==> config.mk <==
export PLATFORM = sky130hd
export DESIGN_NAME = oscillator_divider_search_unit_flat
export DESIGN_NICKNAME = d
export VERILOG_FILES = /design/src/rtl/odsu_pkg.sv /design/src/rtl/odsu_cfg_if.sv /design/src/rtl/odsu_in_if.sv /design/src/rtl/odsu_out_if.sv /design/src/rtl/oscillator_divider_search_unit.sv /design/src/rtl/odsu_serial_mul.sv /design/src/flat_wrapper.sv
export SDC_FILE = /design/constraint.sdc
export NUM_CORES = 2
export LEC_CHECK = 0
export BUFFER_PORTS_ARGS = -buffer_cell sky130_fd_sc_hd__buf_2
export CORE_ASPECT_RATIO = 2
export CORE_MARGIN = 5
export CORE_UTILIZATION = 25
export CTS_CLUSTER_DIAMETER = 150
export DETAILED_ROUTE_END_ITERATION = 6
export SETUP_SLACK_MARGIN = 0.02
export SLEW_MARGIN = 20
export SYNTH_ARGS = -nofsm -noshare
export SYNTH_HDL_FRONTEND = slang
export SYNTH_SLANG_ARGS = --single-unit
==> constraint.sdc <==
create_clock -name clk -period 11.09 [get_ports clk]
set_input_delay 1.6635 -clock clk [delete_from_list [all_inputs] [get_ports clk]]
set_output_delay 1.6635 -clock clk [all_outputs]
set_load 0.01 [all_outputs]
==> src/rtl/odsu_pkg.sv <==
// Package for the oscillator divider search unit.
// Holds field widths, search constants, the high-speed divider table and the
// request/response structs of the shared serial multiplier. No dependencies.
package odsu_pkg;

	localparam int CRYSTAL_W  = 43;
	localparam int TARGET_W   = 47;
	localparam int N1_CODE_W  = 7;
	localparam int HS_CODE_W  = 3;
	localparam int RFREQ_W    = 38;
	localparam int RFREQ_FRAC = 28;
	localparam int HZ_FRAC    = 16;
	localparam int LIM_SHIFT  = RFREQ_FRAC + HZ_FRAC;

	localparam int FD_W      = 58;
	localparam int NUM_W     = FD_W + RFREQ_FRAC;
	localparam int QUO_W     = RFREQ_W + 1;
	localparam int OSC_W     = RFREQ_W + CRYSTAL_W;
	localparam int DIV_CNT_W = 6;

	localparam int MUL_A_W   = NUM_W;
	localparam int MUL_B_W   = RFREQ_W;
	localparam int MUL_P_W   = 97;
	localparam int MUL_CNT_W = 6;

	localparam int HS_CNT   = 6;
	localparam int HS_IDX_W = 3;
	localparam int HS_VAL_W = 4;

	localparam int ERR_MAX_W = 30;
	localparam int LIM_P_W   = NUM_W - 1 - LIM_SHIFT;

	localparam logic [CRYSTAL_W-1:0] CRYSTAL_RESET = 43'd7489781760000;
	localparam logic [ERR_MAX_W-1:0] ERR_MAX_HZ    = 30'd1000000000;
	localparam logic [OSC_W-1:0] OSC_MIN = OSC_W'(64'd4850000000) << LIM_SHIFT;
	localparam logic [OSC_W-1:0] OSC_MAX = OSC_W'(64'd5670000000) << LIM_SHIFT;
	localparam logic [HS_IDX_W-1:0] HS_IDX_LAST = HS_IDX_W'(HS_CNT - 1);

	typedef struct packed {
		logic                 start;
		logic [MUL_A_W-1:0]   a;
		logic [MUL_B_W-1:0]   b;
		logic [MUL_CNT_W-1:0] nbits;
	} mul_req_t;

	typedef struct packed {
		logic               busy;
		logic               done;
		logic [MUL_P_W-1:0] prod;
	} mul_rsp_t;

	function automatic logic [HS_VAL_W-1:0] hs_value(input logic [HS_IDX_W-1:0] idx);
		logic [HS_VAL_W-1:0] v;
		case (idx)
			3'd0:    v = 4'd11;
			3'd1:    v = 4'd9;
			3'd2:    v = 4'd7;
			3'd3:    v = 4'd6;
			3'd4:    v = 4'd5;
			default: v = 4'd4;
		endcase
		return v;
	endfunction

endpackage

==> src/rtl/odsu_cfg_if.sv <==
// Configuration write channel of the oscillator divider search unit.
// Depends on odsu_pkg.
interface odsu_cfg_if;
	import odsu_pkg::*;
	logic                 valid;
	logic                 ready;
	logic [CRYSTAL_W-1:0] crystal_freq;
	modport source (output valid, output crystal_freq, input ready);
	modport sink (input valid, input crystal_freq, output ready);
endinterface

==> src/rtl/odsu_in_if.sv <==
// Request channel carrying a target frequency.
// Depends on odsu_pkg.
interface odsu_in_if;
	import odsu_pkg::*;
	logic                valid;
	logic                ready;
	logic [TARGET_W-1:0] target_freq;
	modport source (output valid, output target_freq, input ready);
	modport sink (input valid, input target_freq, output ready);
endinterface

==> src/rtl/odsu_out_if.sv <==
// Result channel carrying the chosen divider codes and multiplier.
// Depends on odsu_pkg.
interface odsu_out_if;
	import odsu_pkg::*;
	logic                 valid;
	logic                 ready;
	logic                 found;
	logic [N1_CODE_W-1:0] n1_code;
	logic [HS_CODE_W-1:0] hs_div_code;
	logic [RFREQ_W-1:0]   rfreq_word;
	modport source (output valid, output found, output n1_code, output hs_div_code,
		output rfreq_word, input ready);
	modport sink (input valid, input found, input n1_code, input hs_div_code,
		input rfreq_word, output ready);
endinterface

==> src/rtl/oscillator_divider_search_unit.sv <==
// Oscillator divider search unit: top level with the search sequencer.
// Each divider pair is searched with 12-step and 38-step serial multiplies and the 39-step
// restoring divider; the unit serves one request at a time.
// The result register frees the input side while a result waits.
// Reset clears control state and sets crystal_freq to 114.285 MHz.
module oscillator_divider_search_unit #(
	parameter int N1_MAX = 128
) (
	input logic clk,
	input logic arst_n,
	odsu_cfg_if.sink   cfg,
	odsu_in_if.sink    target,
	odsu_out_if.source result
);
	import odsu_pkg::*;

	localparam int N1_W = $clog2(N1_MAX + 1);
	localparam int D_W  = HS_VAL_W + N1_W;

	typedef enum logic [10:0] {
		S_IDLE  = 11'b00000000001,
		S_FD    = 11'b00000000010,
		S_DIV   = 11'b00000000100,
		S_ROUND = 11'b00000001000,
		S_OSC   = 11'b00000010000,
		S_CHECK = 11'b00000100000,
		S_LIM   = 11'b00001000000,
		S_CMP1  = 11'b00010000000,
		S_CMP2  = 11'b00100000000,
		S_NEXT  = 11'b01000000000,
		S_OUT   = 11'b10000000000
	} state_t;

	state_t state_q;
	logic   wait_q;
	logic   have_q;

	logic [CRYSTAL_W-1:0] x_q;
	logic [TARGET_W-1:0]  f_q;
	logic [HS_IDX_W-1:0]  hs_idx_q;
	logic [N1_W-1:0]      n1_q;
	logic [NUM_W-1:0]     num_q;
	logic [QUO_W-1:0]     dbits_q;
	logic [QUO_W-1:0]     quo_q;
	logic [CRYSTAL_W-1:0] rem_q;
	logic [DIV_CNT_W-1:0] div_cnt_q;
	logic [RFREQ_W-1:0]   rf_q;
	logic [OSC_W-1:0]     osc_q;
	logic [NUM_W-1:0]     err_q;
	logic [MUL_P_W-1:0]   prod_q;

	logic [NUM_W-1:0]    best_err_q;
	logic [D_W-1:0]      best_d_q;
	logic [N1_W-1:0]     best_n1_q;
	logic [HS_IDX_W-1:0] best_hs_q;
	logic [RFREQ_W-1:0]  best_rf_q;

	logic                 out_valid_q;
	logic                 out_found_q;
	logic [N1_CODE_W-1:0] out_n1_q;
	logic [HS_CODE_W-1:0] out_hs_q;
	logic [RFREQ_W-1:0]   out_rf_q;

	mul_req_t mul_req;
	mul_rsp_t mul_rsp;

	logic [D_W-1:0]       d_cur;
	logic [NUM_W-1:0]     num_new;
	logic                 div_ovf;
	logic [CRYSTAL_W:0]   div_t;
	logic                 div_ge;
	logic [CRYSTAL_W:0]   rem2;
	logic                 rnd_inc;
	logic [QUO_W:0]       quo_rnd;
	logic                 in_range;
	logic                 num_ge;
	logic [NUM_W-1:0]     err_cur;
	logic [NUM_W-1:0]     lim_cur;
	logic                 take;
	logic                 n1_last;
	logic [N1_W:0]        n1_next;
	logic                 out_load;

	assign d_cur   = D_W'(hs_value(hs_idx_q)) * D_W'(n1_q);
	assign num_new = {mul_rsp.prod[FD_W-1:0], {RFREQ_FRAC{1'b0}}};
	assign div_ovf = num_new[NUM_W-1:QUO_W] >= (NUM_W-QUO_W)'(x_q);
	assign div_t   = {rem_q, dbits_q[QUO_W-1]};
	assign div_ge  = div_t >= {1'b0, x_q};
	assign rem2    = {rem_q, 1'b0};
	assign rnd_inc = (rem2 > {1'b0, x_q}) || ((rem2 == {1'b0, x_q}) && quo_q[0]);
	assign quo_rnd = {1'b0, quo_q} + (QUO_W+1)'(rnd_inc);
	assign in_range = (osc_q >= OSC_MIN) && (osc_q <= OSC_MAX);
	assign num_ge  = num_q >= NUM_W'(osc_q);
	assign err_cur = num_ge ? (num_q - NUM_W'(osc_q)) : (NUM_W'(osc_q) - num_q);
	assign lim_cur = {1'b0, mul_rsp.prod[LIM_P_W-1:0], {LIM_SHIFT{1'b0}}};
	assign n1_next = (N1_W+1)'(n1_q) + (N1_W+1)'(2);
	assign n1_last = n1_next > (N1_W+1)'(N1_MAX);
	assign out_load = (state_q == S_OUT) && (!out_valid_q || result.ready);

	always_comb begin
		take = 1'b0;
		if (wait_q && mul_rsp.done) begin
			if (state_q == S_LIM) begin
				take = err_q < lim_cur;
			end else if (state_q == S_CMP2) begin
				take = prod_q < mul_rsp.prod;
			end
		end
	end

	always_comb begin
		mul_req = '0;
		unique case (state_q)
			S_FD: begin
				mul_req.a     = MUL_A_W'(f_q);
				mul_req.b     = MUL_B_W'(d_cur);
				mul_req.nbits = MUL_CNT_W'(D_W);
			end
			S_OSC: begin
				mul_req.a     = MUL_A_W'(x_q);
				mul_req.b     = rf_q;
				mul_req.nbits = MUL_CNT_W'(RFREQ_W);
			end
			S_LIM: begin
				mul_req.a     = MUL_A_W'(ERR_MAX_HZ);
				mul_req.b     = MUL_B_W'(d_cur);
				mul_req.nbits = MUL_CNT_W'(D_W);
			end
			S_CMP1: begin
				mul_req.a     = err_q;
				mul_req.b     = MUL_B_W'(best_d_q);
				mul_req.nbits = MUL_CNT_W'(D_W);
			end
			S_CMP2: begin
				mul_req.a     = best_err_q;
				mul_req.b     = MUL_B_W'(d_cur);
				mul_req.nbits = MUL_CNT_W'(D_W);
			end
			default: begin
				mul_req.a = '0;
			end
		endcase
		if ((state_q == S_FD) || (state_q == S_OSC) || (state_q == S_LIM) ||
			(state_q == S_CMP1) || (state_q == S_CMP2)) begin
			mul_req.start = !wait_q;
		end
	end

	odsu_serial_mul u_mul (
		.clk    (clk),
		.arst_n (arst_n),
		.req    (mul_req),
		.rsp    (mul_rsp)
	);

	assign cfg.ready    = 1'b1;
	assign target.ready = (state_q == S_IDLE);

	always_ff @(posedge clk or negedge arst_n) begin
		if (!arst_n) begin
			x_q <= CRYSTAL_RESET;
		end else if (cfg.valid) begin
			x_q <= cfg.crystal_freq;
		end
	end

	always_ff @(posedge clk or negedge arst_n) begin
		if (!arst_n) begin
			state_q     <= S_IDLE;
			wait_q      <= 1'b0;
			have_q      <= 1'b0;
			out_valid_q <= 1'b0;
			hs_idx_q    <= '0;
			n1_q        <= '0;
			div_cnt_q   <= '0;
		end else begin
			if (out_load) begin
				out_valid_q <= 1'b1;
			end else if (out_valid_q && result.ready) begin
				out_valid_q <= 1'b0;
			end
			unique case (state_q)
				S_IDLE: begin
					if (target.valid) begin
						hs_idx_q <= '0;
						n1_q     <= N1_W'(2);
						have_q   <= 1'b0;
						state_q  <= S_FD;
					end
				end
				S_FD: begin
					if (!wait_q) begin
						wait_q <= 1'b1;
					end else if (mul_rsp.done) begin
						wait_q    <= 1'b0;
						div_cnt_q <= DIV_CNT_W'(QUO_W);
						state_q   <= div_ovf ? S_NEXT : S_DIV;
					end
				end
				S_DIV: begin
					div_cnt_q <= div_cnt_q - DIV_CNT_W'(1);
					if (div_cnt_q == DIV_CNT_W'(1)) begin
						state_q <= S_ROUND;
					end
				end
				S_ROUND: begin
					state_q <= (quo_rnd[QUO_W:RFREQ_W] != '0) ? S_NEXT : S_OSC;
				end
				S_OSC: begin
					if (!wait_q) begin
						wait_q <= 1'b1;
					end else if (mul_rsp.done) begin
						wait_q  <= 1'b0;
						state_q <= S_CHECK;
					end
				end
				S_CHECK: begin
					if (!in_range) begin
						state_q <= S_NEXT;
					end else begin
						state_q <= have_q ? S_CMP1 : S_LIM;
					end
				end
				S_LIM, S_CMP2: begin
					if (!wait_q) begin
						wait_q <= 1'b1;
					end else if (mul_rsp.done) begin
						wait_q  <= 1'b0;
						state_q <= S_NEXT;
						if (take) begin
							have_q <= 1'b1;
						end
					end
				end
				S_CMP1: begin
					if (!wait_q) begin
						wait_q <= 1'b1;
					end else if (mul_rsp.done) begin
						wait_q  <= 1'b0;
						state_q <= S_CMP2;
					end
				end
				S_NEXT: begin
					if (n1_last) begin
						n1_q <= N1_W'(2);
						if (hs_idx_q == HS_IDX_LAST) begin
							state_q <= S_OUT;
						end else begin
							hs_idx_q <= hs_idx_q + HS_IDX_W'(1);
							state_q  <= S_FD;
						end
					end else begin
						n1_q    <= n1_next[N1_W-1:0];
						state_q <= S_FD;
					end
				end
				S_OUT: begin
					if (out_load) begin
						state_q <= S_IDLE;
					end
				end
				default: begin
					state_q <= S_IDLE;
				end
			endcase
		end
	end

	always_ff @(posedge clk) begin
		if (target.valid && target.ready) begin
			f_q <= target.target_freq;
		end
		if ((state_q == S_FD) && wait_q && mul_rsp.done) begin
			num_q   <= num_new;
			rem_q   <= num_new[QUO_W+CRYSTAL_W-1:QUO_W];
			dbits_q <= num_new[QUO_W-1:0];
		end
		if (state_q == S_DIV) begin
			rem_q   <= div_ge ? CRYSTAL_W'(div_t - {1'b0, x_q}) : div_t[CRYSTAL_W-1:0];
			quo_q   <= {quo_q[QUO_W-2:0], div_ge};
			dbits_q <= {dbits_q[QUO_W-2:0], 1'b0};
		end
		if (state_q == S_ROUND) begin
			rf_q <= quo_rnd[RFREQ_W-1:0];
		end
		if ((state_q == S_OSC) && wait_q && mul_rsp.done) begin
			osc_q <= mul_rsp.prod[OSC_W-1:0];
		end
		if (state_q == S_CHECK) begin
			err_q <= err_cur;
		end
		if ((state_q == S_CMP1) && wait_q && mul_rsp.done) begin
			prod_q <= mul_rsp.prod;
		end
		if (take) begin
			best_err_q <= err_q;
			best_d_q   <= d_cur;
			best_n1_q  <= n1_q;
			best_hs_q  <= hs_idx_q;
			best_rf_q  <= rf_q;
		end
		if (out_load) begin
			out_found_q <= have_q;
			out_n1_q    <= have_q ? N1_CODE_W'(8'(best_n1_q) - 8'd1) : '0;
			out_hs_q    <= have_q ? HS_CODE_W'(hs_value(best_hs_q) - HS_VAL_W'(4)) : '0;
			out_rf_q    <= have_q ? best_rf_q : '0;
		end
	end

	assign result.valid       = out_valid_q;
	assign result.found       = out_found_q;
	assign result.n1_code     = out_n1_q;
	assign result.hs_div_code = out_hs_q;
	assign result.rfreq_word  = out_rf_q;

	a_mul_idle_start: assert property (@(posedge clk) disable iff (!arst_n)
		mul_req.start |-> !mul_rsp.busy)
		else $error("multiplier started while busy");

	a_accept_leaves_idle: assert property (@(posedge clk) disable iff (!arst_n)
		(target.valid && target.ready) |=> !target.ready)
		else $error("request accepted without starting search");

	a_not_found_zero: assert property (@(posedge clk) disable iff (!arst_n)
		(result.valid && !result.found) |->
		(result.n1_code == '0 && result.hs_div_code == '0 && result.rfreq_word == '0))
		else $error("codes not cleared when nothing fits");

	a_found_n1_odd: assert property (@(posedge clk) disable iff (!arst_n)
		(result.valid && result.found) |-> result.n1_code[0])
		else $error("output divider code from odd divider");

	a_take_in_search: assert property (@(posedge clk) disable iff (!arst_n)
		take |=> have_q)
		else $error("candidate taken but not recorded");

endmodule

==> src/rtl/odsu_serial_mul.sv <==
// Shared shift-and-add multiplier, one multiplier bit per cycle.
// Depends on odsu_pkg for widths and the request/response structs.
module odsu_serial_mul (
	input  logic               clk,
	input  logic               arst_n,
	input  odsu_pkg::mul_req_t req,
	output odsu_pkg::mul_rsp_t rsp
);
	import odsu_pkg::*;

	logic [MUL_P_W-1:0]   acc_q;
	logic [MUL_P_W-1:0]   a_q;
	logic [MUL_B_W-1:0]   b_q;
	logic [MUL_CNT_W-1:0] cnt_q;
	logic                 busy_q;
	logic                 done_q;

	always_ff @(posedge clk or negedge arst_n) begin
		if (!arst_n) begin
			busy_q <= 1'b0;
			done_q <= 1'b0;
			cnt_q  <= '0;
		end else if (req.start && !busy_q) begin
			busy_q <= 1'b1;
			done_q <= 1'b0;
			cnt_q  <= req.nbits;
		end else if (busy_q) begin
			cnt_q <= cnt_q - MUL_CNT_W'(1);
			if (cnt_q == MUL_CNT_W'(1)) begin
				busy_q <= 1'b0;
				done_q <= 1'b1;
			end else begin
				done_q <= 1'b0;
			end
		end else begin
			done_q <= 1'b0;
		end
	end

	always_ff @(posedge clk) begin
		if (req.start && !busy_q) begin
			acc_q <= '0;
			a_q   <= MUL_P_W'(req.a);
			b_q   <= req.b;
		end else if (busy_q) begin
			if (b_q[0]) begin
				acc_q <= acc_q + a_q;
			end
			a_q <= {a_q[MUL_P_W-2:0], 1'b0};
			b_q <= {1'b0, b_q[MUL_B_W-1:1]};
		end
	end

	assign rsp.busy = busy_q;
	assign rsp.done = done_q;
	assign rsp.prod = acc_q;

endmodule

==> src/flat_wrapper.sv <==
// flat-port wrapper written by rule: the top's interface ports become plain ports
module oscillator_divider_search_unit_flat import odsu_pkg::*;
#(
	parameter int N1_MAX = 128
)
  (clk, arst_n, cfg_valid, cfg_crystal_freq, cfg_ready, target_valid, target_target_freq, target_ready, result_valid, result_found, result_n1_code, result_hs_div_code, result_rfreq_word, result_ready);
  odsu_cfg_if cfg_i ();
  odsu_in_if target_i ();
  odsu_out_if result_i ();
  input logic clk;
  input logic arst_n;
  input wire logic [$bits(cfg_i.valid)-1:0] cfg_valid;
  input wire logic [$bits(cfg_i.crystal_freq)-1:0] cfg_crystal_freq;
  output wire logic [$bits(cfg_i.ready)-1:0] cfg_ready;
  input wire logic [$bits(target_i.valid)-1:0] target_valid;
  input wire logic [$bits(target_i.target_freq)-1:0] target_target_freq;
  output wire logic [$bits(target_i.ready)-1:0] target_ready;
  output wire logic [$bits(result_i.valid)-1:0] result_valid;
  output wire logic [$bits(result_i.found)-1:0] result_found;
  output wire logic [$bits(result_i.n1_code)-1:0] result_n1_code;
  output wire logic [$bits(result_i.hs_div_code)-1:0] result_hs_div_code;
  output wire logic [$bits(result_i.rfreq_word)-1:0] result_rfreq_word;
  input wire logic [$bits(result_i.ready)-1:0] result_ready;
  assign cfg_i.valid = cfg_valid;
  assign cfg_i.crystal_freq = cfg_crystal_freq;
  assign cfg_ready = cfg_i.ready;
  assign target_i.valid = target_valid;
  assign target_i.target_freq = target_target_freq;
  assign target_ready = target_i.ready;
  assign result_valid = result_i.valid;
  assign result_found = result_i.found;
  assign result_n1_code = result_i.n1_code;
  assign result_hs_div_code = result_i.hs_div_code;
  assign result_rfreq_word = result_i.rfreq_word;
  assign result_i.ready = result_ready;
  oscillator_divider_search_unit #(.N1_MAX(N1_MAX)) u_core (.clk(clk), .arst_n(arst_n), .cfg(cfg_i), .target(target_i), .result(result_i));
endmodule
==> flow_summary.rst <==
.. list-table::
   :header-rows: 1

   * - Metric
     - Value
   * - Most instantiated library cell after synthesis
     - sky130_fd_sc_hd__edfxtp_1
   * - Vias in the first global route
     - 46200
   * - Share of cell area taken by muxes after synthesis
     - 0.387%
   * - Number of enable flip-flop cells after synthesis
     - 818
   * - Count of antenna-violating nets left after detailed routing
     - 0
   * - Routed WL
     - 242000 um
   * - Port Buffer Count
     - 145
   * - Post-synthesis instance total
     - 5554
   * - Main combinational cell family by area after synthesis
     - compound AO/OA/AOI/OAI gates
   * - Via count
     - 45600
   * - Leakage dissipation
     - 25.3 nW
   * - Number of DRC markers in iteration 0
     - 3576
   * - Vertical extent of the die
     - 686 um
   * - Number of setup buffers added after CTS
     - 0
   * - CTS max path bufs
     - 3
   * - Initial core utilization
     - 25.1%
   * - I/O pin count
     - 147
   * - XOR/XNOR share of the synthesized area
     - 3.92%
   * - Number of flip-flops and latches in the synthesized netlist
     - 1007
   * - Pin slew with the least headroom to its limit
     - 1.23 ns
   * - Total number of H-tree levels
     - 3
   * - Setup repair after global routing missed its margin
     - no
   * - Buffering stage count on the worst path with inverters included
     - 3
   * - Clk root buf
     - sky130_fd_sc_hd__clkbuf_16
   * - Violated checks
     - DRC
   * - Final core area utilization
     - 28.5%
   * - Final net count
     - 6185
   * - Average wire length per cell after detail routing
     - 27.7 um
   * - Design area
     - 65000 um^2
   * - Final setup violation count
     - 0
   * - Cell with the largest stage delay on the worst path
     - sky130_fd_sc_hd__dfxtp_1
   * - Average cell area after synthesis
     - 10.3 um^2
   * - Clock transition at the register clock pins on the worst setup and hold paths after CTS
     - 0.07 ns
   * - Latest clock arrival within the worst-skew pair
     - 0.78 ns
   * - Rel. slew slack
     - 17.4%
   * - Flop-to-flop setup slack
     - 4.66 ns
   * - Period utilization
     - 58.0%
   * - Number of resized instances in the post-cts repair step
     - 0
   * - Area delta synth->final
     - 13.6%
   * - CTS Buf Count
     - 97
   * - Kind of start point of the critical path
     - flop
   * - Status
     - finished, violations left
   * - Number of sinks handled by clock tree synthesis
     - 1007
   * - Data required time at the worst endpoint
     - 11.48 ns
   * - First element of the critical path
     - u_core.u_mul.acc_q[18]
   * - Post-route minimum period
     - 6.43 ns
   * - Pin count of the biggest net entering global routing
     - 80
   * - Critical-path maximum fanout
     - 54
   * - Arrival time at the worst endpoint
     - 6.82 ns
   * - Top flip-flop cell by instance count after synthesis
     - sky130_fd_sc_hd__edfxtp_1
   * - Final Slew Violations
     - 0
   * - GR Util All Layers
     - 19.4%
   * - Simple-Gate Fraction of Synth Area
     - 12.2%
   * - Crit Path Category
     - reg -> reg
   * - Overall die width
     - 348 um
   * - Reg2reg start
     - u_core.u_mul.acc_q[18]
   * - Post-route DRC violation count
     - 1
   * - Yosys top cell area share
     - 43.0%
   * - TritonCTS clock tree
     - yes
   * - Cell types with the highest counts after synthesis
     - sky130_fd_sc_hd__edfxtp_1, sky130_fd_sc_hd__nand2_1, sky130_fd_sc_hd__a21oi_1, sky130_fd_sc_hd__o21ai_0, sky130_fd_sc_hd__ha_1
   * - First-pass GRT wire length
     - 335000 um
   * - Max Clk Rate
     - 156 MHz
   * - Dominant cell type by count on the critical path
     - sky130_fd_sc_hd__a21o_1
   * - Estimated wirelength of the detail-placed design
     - 190000 um
   * - Overflow after GRT
     - 0
   * - Power per cell area
     - 238 nW/um^2
   * - # rows
     - 248
   * - Top area cells in the synthesized netlist
     - sky130_fd_sc_hd__edfxtp_1, sky130_fd_sc_hd__ha_1, sky130_fd_sc_hd__a21oi_1
   * - Post-detailed-route via-to-cell ratio
     - 5.23
   * - Total count of hold-check failures in the final report
     - 0
   * - Initial antenna violation count
     - 22
   * - Post-synthesis adder-cell area fraction
     - 10.3%
   * - Area of the mapped netlist
     - 57200 um^2
   * - Cell family with most CP delay
     - compound AO/OA/AOI/OAI gates
   * - YS warnings
     - 0
   * - Element type at the critical path end
     - flop
   * - Overall die area
     - 239000 um^2
   * - Post-synthesis sequential area ratio
     - 50.3%
   * - Endpoint of the worst register-to-register path
     - u_core.best_err_q[0]
   * - Final Wtd Congestion
     - 1.06
   * - Number of cells on the worst reg-to-reg path
     - 15
   * - Worst hold-check path type
     - reg -> reg
   * - Final-layout worst hold slack
     - 0.458 ns
   * - First drt pass iteration count
     - 7
   * - Clock tree skew after final layout
     - 0.0600 ns
   * - Count of unique library cells instantiated by Yosys
     - 93
   * - Hold path start
     - u_core.quo_q[37]
   * - Hold-fix buffer count after cts
     - 0
   * - Cell depth of the worst min-delay path
     - 0
   * - Fraction of synthesis flops using an asynchronous set or reset pin
     - 8.04%
   * - Stages on worst setup path
     - 15
   * - Compound-gate portion of the synthesized area
     - 18.7%
   * - Cell type contributing the most total cell area after synthesis
     - sky130_fd_sc_hd__edfxtp_1
   * - Fill cell instance count of the final layout
     - 23700
   * - Core area
     - 228000 um^2
   * - Max-capacitance violation count
     - 0
   * - Peak ir drop on the vdd network
     - 0.000145 V
   * - Setup_tns
     - 0 ns
   * - Area after detailed placement
     - 61500 um^2
   * - Critical path's largest stage delay
     - 0.98 ns
   * - Fraction of final layout cells with drive strength greater than 1
     - 8.58%
   * - Cells along the critical path
     - inv_1 -> ha_1 -> a21o_1 -> a21o_1 -> a21o_1 -> a21o_1 -> a21o_1 -> a21o_1 -> a221oi_1 -> o21ai_0 -> a221oi_1 -> nor3_1 -> o22ai_4 -> buf_4 -> buf_4
   * - Worst Hold End
     - u_core.quo_q[38]
per-stage QoR:
step | worst slack, ns | total power, mW | instances
3_5_place_dp | 4.80 | 11.7 | 8525
4_1_cts | 4.78 | 15.4 | 8709
6_report | 4.66 | 15.5 | 8726
3_3_place_gp | 4.43 | 11.6 | 8523
2_1_floorplan | 1.15 | 9.22 | 5555
5_1_grt | 4.44 | 16.2 | 8716
metal layers:
layer	part of all wire [%]	up-vias	track usage [%]	wire, um
li1	-	20600	-	-
met1	31	22400	17.4	75000
met2	52	1751	36.4	127000
met3	4.2	815	2.47	10200
met4	12	10	19.4	29700
met5	0.024	-	0	57
power breakdown:
part           total [mW]  internal, mW  leakage [nW]  switching (mW)
Clock                3.66          1.99          1.66            1.66
Combinational        5.95          2.10          14.1            3.85
Sequential           5.85          4.91          9.54           0.936
Total                15.5          9.01          25.3            6.45
worst max-delay path by stage:
stage                            endpoint  slack, ns
global route         u_core.best_err_q[0]       4.44
detailed placement  u_core.best_err_q[10]       4.80
finish               u_core.best_err_q[0]       4.66
CTS                  u_core.best_err_q[2]       4.78
global placement         u_core.err_q[68]       4.43
floorplan              u_core.best_d_q[0]       1.15
logic make-up (layout without fill, tap and decap cells):
kind of cell / count (synthesis) / count (layout)
XOR/XNOR: 256 / 256
other: 2 / 19
AO/OA/AOI/OAI: 1702 / 1702
buffers and inverters: 618 / 773
AND/OR/NAND/NOR: 1483 / 1483
multiplexers: 21 / 21
adder cells (fa/ha/maj): 465 / 465
flip-flops: 1007 / 1007
sequential cells by signal, indices dropped and copies added (netlist names), 11 cells and up:
signal,flops
u_core.result.rfreq_word,38
u_core.rem_q,43
u_core.x_q,43
u_core.u_mul.acc_q,97
u_core.u_mul.a_q,97
u_core.best_rf_q,38
u_core.err_q,86
u_core.rf_q,38
u_core.f_q,47
u_core.best_err_q,86
u_core.num_q,58
u_core.quo_q,39
u_core.state_q,11
u_core.osc_q,81
u_core.u_mul.b_q,38
u_core.best_d_q,12
u_core.dbits_q,11
u_core.prod_q,97
worst register-to-register path, delay by kind of cell (launching register included):
family | cells | cell delay, ns
compound gates | 10 | 2.65
buf+inv | 3 | 1.88
flops | 1 | 0.98
fa+ha+maj | 1 | 0.32
simple gates | 1 | 0.15
cell usage in the layout (no fill, tap or decap), types with 19 or more instances in the layout:
cell                        instances
sky130_fd_sc_hd__and3_1            25
sky130_fd_sc_hd__dfrtp_1           64
sky130_fd_sc_hd__ha_1             452
sky130_fd_sc_hd__clkbuf_16         99
sky130_fd_sc_hd__nand2_1          519
sky130_fd_sc_hd__xor2_1            93
sky130_fd_sc_hd__nand3_1          154
sky130_fd_sc_hd__or3_1             20
sky130_fd_sc_hd__a221oi_1          41
sky130_fd_sc_hd__a31oi_1           49
sky130_fd_sc_hd__a222oi_1          24
sky130_fd_sc_hd__nor2_1           307
sky130_fd_sc_hd__clkinv_2          19
sky130_fd_sc_hd__nor2b_1           51
sky130_fd_sc_hd__a21o_1           211
sky130_fd_sc_hd__dfxtp_1          108
sky130_fd_sc_hd__a211oi_1          58
sky130_fd_sc_hd__xnor2_1          161
sky130_fd_sc_hd__nor4_1            23
sky130_fd_sc_hd__edfxtp_1         818
sky130_fd_sc_hd__o21bai_1          63
sky130_fd_sc_hd__nor3_1            67
sky130_fd_sc_hd__nand2b_1          48
sky130_fd_sc_hd__inv_1            351
sky130_fd_sc_hd__nand4_1          138
sky130_fd_sc_hd__o31ai_1           32
sky130_fd_sc_hd__buf_2            144
sky130_fd_sc_hd__a22oi_1           42
sky130_fd_sc_hd__o21a_1            35
sky130_fd_sc_hd__a21oi_1          483
sky130_fd_sc_hd__and2_1            67
sky130_fd_sc_hd__a21boi_0          20
sky130_fd_sc_hd__a22o_1            46
sky130_fd_sc_hd__buf_4             88
sky130_fd_sc_hd__o21ai_0          467
layout make-up:
type	instances	area, um^2	share of cell area [%]
Inverter	357	1350	2.08
Tap cell	3000	3750	5.78
Antenna cell	16	40.0	0.0616
Timing Repair Buffer	232	1380	2.13
Sequential cell	1007	28800	44.3
Multi-Input combinational cell	3930	26200	40.4
Clock buffer	121	2660	4.10
Clock inverter	63	769	1.18
No activity file was read; power rests on OpenSTA's default activity.
